### src/hdl/emb_pkg.sv
`default_nettype none

package emb_pkg;

    localparam int unsigned DEF_MAX_WIDTH  = 2048;
    localparam int unsigned DEF_MAX_HEIGHT = 2048;

    localparam int unsigned CFG_W   = 12;
    localparam int unsigned APB_DW  = 32;
    localparam int unsigned APB_AW  = 3;
    localparam int unsigned LIM_W   = 14;
    localparam int unsigned COORD_W = 11;
    localparam int unsigned CH_W    = 8;
    localparam int unsigned SUM_W   = 12;
    localparam int unsigned KDIM    = 3;
    localparam int unsigned MIN_DIM = 3;

    localparam logic [CFG_W-1:0] RST_IMAGE_WIDTH  = 12'd640;
    localparam logic [CFG_W-1:0] RST_IMAGE_HEIGHT = 12'd480;

    typedef enum logic {
        REG_IMAGE_WIDTH  = 1'b0,
        REG_IMAGE_HEIGHT = 1'b1
    } reg_idx_t;

    typedef logic [CH_W-1:0]         chan_t;
    typedef chan_t [KDIM-1:0]        pixel_t;   // [2] red, [1] green, [0] blue
    typedef pixel_t [KDIM-1:0]       column_t;  // [2] top, [1] middle, [0] bottom
    typedef logic signed [SUM_W-1:0] sum_t;
    typedef sum_t [KDIM-1:0]         chsum_t;

    typedef struct packed {
        pixel_t             pix;
        logic [COORD_W-1:0] row;
        logic [COORD_W-1:0] col;
        logic               last;
    } result_t;

    // row 0 is the top of the window, column 0 its left side
    localparam logic signed [2:0] KERNEL [KDIM][KDIM] = '{
        '{-3'sd2, -3'sd1,  3'sd0},
        '{-3'sd1,  3'sd1,  3'sd1},
        '{ 3'sd0,  3'sd1,  3'sd2}
    };

    function automatic chsum_t col_sum(column_t c, int unsigned kcol);
        chsum_t acc;
        for (int ch = 0; ch < KDIM; ch++)
        begin
            acc[ch] = '0;
            for (int r = 0; r < KDIM; r++)
            begin
                acc[ch] = acc[ch] + sum_t'($signed({1'b0, c[KDIM-1-r][ch]}))
                                  * sum_t'(KERNEL[r][kcol]);
            end
        end
        return acc;
    endfunction

    function automatic chan_t clamp8(sum_t s);
        chan_t r;
        if (s < 0)
            r = '0;
        else if (s > sum_t'(255))
            r = '1;
        else
            r = s[CH_W-1:0];
        return r;
    endfunction

endpackage

`default_nettype wire

### src/hdl/emb_cell.sv
`default_nettype none

module emb_cell #(
    parameter int unsigned KCOL = 0
) (
    input  wire logic            clk,
    input  wire logic            shift,
    input  wire emb_pkg::column_t col_in,
    input  wire emb_pkg::chsum_t  psum_in,
    output emb_pkg::column_t      col_out,
    output emb_pkg::chsum_t       psum_out
);
    import emb_pkg::*;

    column_t col_reg;
    chsum_t  own_sum;

    always_ff @(posedge clk)
    begin
        if (shift)
            col_reg <= col_in;
    end

    assign own_sum = col_sum(col_reg, KCOL);

    always_comb
    begin
        for (int ch = 0; ch < KDIM; ch++)
        begin
            psum_out[ch] = psum_in[ch] + own_sum[ch];
        end
    end

    assign col_out = col_reg;

endmodule

`default_nettype wire

### config.mk
export PLATFORM = sky130hd
export DESIGN_NAME = emb_cell
export DESIGN_NICKNAME = d
export VERILOG_FILES = /design/src/hdl/emb_pkg.sv /design/src/hdl/emb_cell.sv
export SDC_FILE = /design/constraint.sdc
export NUM_CORES = 1
export LEC_CHECK = 0
export BUFFER_PORTS_ARGS = -buffer_cell sky130_fd_sc_hd__buf_2
export CAP_MARGIN = 0
export CORE_MARGIN = 2
export CORE_UTILIZATION = 43
export DETAILED_ROUTE_END_ITERATION = 6
export PLACE_DENSITY = 0.76
export SYNTH_ARGS = -nofsm -noshare
export SYNTH_HDL_FRONTEND = slang
export SYNTH_SLANG_ARGS = --single-unit
### constraint.sdc
create_clock -name clk -period 3.39 [get_ports clk]
set_input_delay 0.5085 -clock clk [delete_from_list [all_inputs] [get_ports clk]]
set_output_delay 0.5085 -clock clk [all_outputs]
set_load 0.005 [all_outputs]
After elaboration in Yosys (flattened, before gate mapping)
Index checks and enable logic that the tools add are counted.
{ "classes": {"n_addsub": 12} }
{ "ops": {"columns": ["operator", "n"], "rows": [
  ["adder 12 bit", 6],
  ["negator 8 -> 12 bit", 3],
  ["negator 8 -> 11 bit", 3]
]} }
{ "totals": {"reg_bits": 72, "in_bits": 110, "out_inout_bits": 108, "wordCells": 21} }

Depth between registers and ports, before layout
{ "logic_depth": {"ltp_word": 3, "ltp_mapped": 13, "mapped_depth_nobuf": 13} }

Worst setup path after synthesis
Ideal clock, no wire load.
{ "synth_timing": {"kind": "register -> output", "start": "reg col_reg (netlist bit col_out[58])", "end": "out psum_out[23] (netlist name)", "arrival_ns": 2.813, "required_ns": 2.882, "slack_ns": 0.069, "stages_incl_launch_ff": 13, "cell_sequence": "edfxtp_1 > nor2_1 > nand3_1 > nor2_1 > xor2_1 > fa_1 > inv_1 > ha_1 > and3_1 > a2111oi_4 > o211ai_2 > a21oi_2 > xnor2_1"} }
{ "synth_lines": {"columns": ["element", "line", "text"], "rows": [
  ["from (decl)", "emb_cell.sv:15", "column_t col_reg;"],
  ["from (signal assigned)", "emb_cell.sv:21", "col_reg <= col_in;"],
  ["to (decl)", "emb_cell.sv:11", "output emb_pkg::chsum_t psum_out"]
]} }

==> metrics.csv <==
metric;value;unit
outcome;finished, violations left;
violated checks;negative setup slack;
hold slack final;0.331;ns
RSZ-0062 raised after global routing;true;
commonest non-fill, non-tap cell in the layout;buf_2;
Unique masters post-synth;32;
clk slew on worst S/H paths;0.08;ns
GRT overflow;0;
Max Fclk;262;MHz
CTS H-tree lvls;3;
Crit-path slowest cell;or4b_4;
Final Critical Period;3.81;ns
critical path launch point;col_out[66];
Die Wd;109;µm
Sw Pwr;1430;µW
clk sinks;72;
Syn-to-layout area delta;58.9;%
worst setup path category;reg -> out;
PnR worst setup slack;-0.424;ns
Synthesis Warnings;0;
Logic pwr share;0.566;
period utilization;1.12;
vias per inst;4.89;
nature of the critical path startpoint;flop;
Initial DRT Pass Iterations;4;
Top delay family on crit path;simple AND/OR/NAND/NOR gates;
area leader, netlist;edfxtp_1;
worst path arrival time;3.31;ns
Lkg Pwr;0.00358;µW
DP HPWL;9940;µm
vias;4222;
max reg flops;72;
syn_nets;606;
Worst EP required;2.88;ns
Sw Ratio;0.368;
antenna-violating nets left;0;
dpl ws;-0.0974;ns
CP Buf/Inv Count;3;
Power per Cell Area;510;nW/µm²
CP max stage delay;0.55;ns
clock root buffer;clkbuf_8;
number of global-route vias before repair;4289;
Cells after Synth;427;
most frequent cells in the layout;buf_2 (216), inv_1 (93), edfxtp_1 (72);
final-stage net count;900;
Worst slew margin;0.360;
Setup crit end;psum_out[34];
CP Depth;13;
P_int;2450;µW
antenna violations before repair;0;
Max Cap Viol;0;
Worst Tran Pin Value;0.960;ns
Starting Density;0.441;
mapped cell area;4780;µm²
Final setup viols;18;
DR DRC count;0;
layout cells sized above 1;0.584;
fin util;0.701;
largest net degree at the start of global routing;73;
first-iteration detailed-routing DRC count;139;
Area contributors post-synth;edfxtp_1 (45%), ha_1 (12%), fa_1 (10%);
number of CTS-inserted buffers;9;
sequential share of the synthesized area;0.452;
overall power;3880;µW
Placeable Area;10800;µm²
TritonCTS clock tree;built;
DRT Wirelength;14300;µm
routability cong.;0.878;
Sequential Power Share;0.288;
worst min path class;in -> reg;
Die ar.;12000;µm²
first-pass GRT wire length;19900;µm
maximum clock path buffer count;2;
Avg Synthesized Cell Area;11.2;µm²
WL/cell;16.6;µm
share of Yosys cell area claimed by the top area cell type;0.452;
Fin. Hold Viols;0;
synthesis-stage register bit count;72;
max-slew violations;0;
fillers;771;
# rows;38;
port bufs;217;
Worst Setup End Kind;output port;
total track usage;0.219;
IO Count;218;
Crit Path Max Fanout;5;
clock power share;0.147;
Die H;109;µm
CP Cell Sequence;nor2_4 -> buf_6 -> nand2_2 -> xnor2_2 -> fa_1 -> inv_1 -> ha_4 -> nand4_1 -> nor2_2 -> a2111oi_4 -> or4b_4 -> nand3_2 -> buf_2;
Max VDD drop;0.312;mV
ANT cells;0;
[timing repair]
action	4_1_cts	5_1_grt
hold buffers	0	0
setup buffers	16	19
endpoints found under the hold margin	0	0
pin swaps	54	58
endpoints found under the setup margin	19	23
resized for setup	93	83
[power groups by stage]
stage / sequential [µW] / clock (µW) / combinational [µW]
after floorplan: 1130 / 0 / 814
final: 1110 / 570 / 2190
after detailed placement: 1130 / 0 / 1490
after global routing: 1120 / 615 / 2370
after CTS: 1110 / 586 / 1800
after global placement: 1120 / 0 / 1440
[layout make-up]
| type | instances | area, µm² | area share |
|---|---|---|---|
| flip-flops and latches | 72 | 2160 | 0.285 |
| clock buffers | 9 | 124 | 0.0163 |
| well taps | 140 | 175 | 0.0231 |
| clock inverters | 5 | 26.3 | 0.00346 |
| multi-input cells | 245 | 3050 | 0.401 |
| repair buffers | 284 | 1660 | 0.218 |
| inverters | 109 | 409 | 0.0539 |
[worst min path at each step]
stage                     cells past startpoint  slack, ns          end       start
after global placement                        1       0.68  col_out[37]  col_in[37]
after global routing                          1       0.31  col_out[29]  col_in[29]
after CTS                                     1       0.32  col_out[25]  col_in[25]
after floorplan                               0       0.61   col_out[0]   col_in[0]
final                                         1       0.33  col_out[65]  col_in[65]
after detailed placement                      1       0.69  col_out[56]  col_in[56]
[cells in the mapped netlist (all sizes together)]
cell,instances
o21ai,4
o211ai,2
buf,1
nor3,6
a21oi,20
or4b,1
o31ai,4
nand2b,1
nand2,21
fa,24
a31oi,4
o21bai,2
nor2b,4
nand3,19
nor2,23
xnor2,33
o2111ai,2
a21o,4
a2111oi,3
inv,109
and3,5
and2,2
nand4,1
ha,45
xor2,14
a221oi,1
edfxtp,72
[layer usage]
layer  GRT usage  share of wire  vias up  wire length [µm]
met1       0.235           0.37     2012              5270
met2       0.403           0.53      191              7520
met4      0.0931          0.031        0               439
li1            -              -     1981                 -
met3      0.0593          0.076       38              1080
met5           0              0        -                 0
[metrics by stage]
step           std cells  instance area (µm²)  setup TNS (ns)
3_5_place_dp         818                 6300          -0.483
6_report             864                 7600           -3.88
2_1_floorplan        427                 4780               0
3_3_place_gp         818                 6300          -0.148
5_1_grt              864                 7600           -6.66
4_1_cts              846                 7030           -3.10
[logic make-up after synthesis]
kind of cell / after synthesis / synth area share
flops: 72 / 0.452
buf+inv: 110 / 0.0866
simple gates: 83 / 0.0850
xor+xnor: 47 / 0.0861
fa+ha+maj: 69 / 0.218
compound gates: 46 / 0.0720
Note: power is estimated with default switching activity, not from simulation.
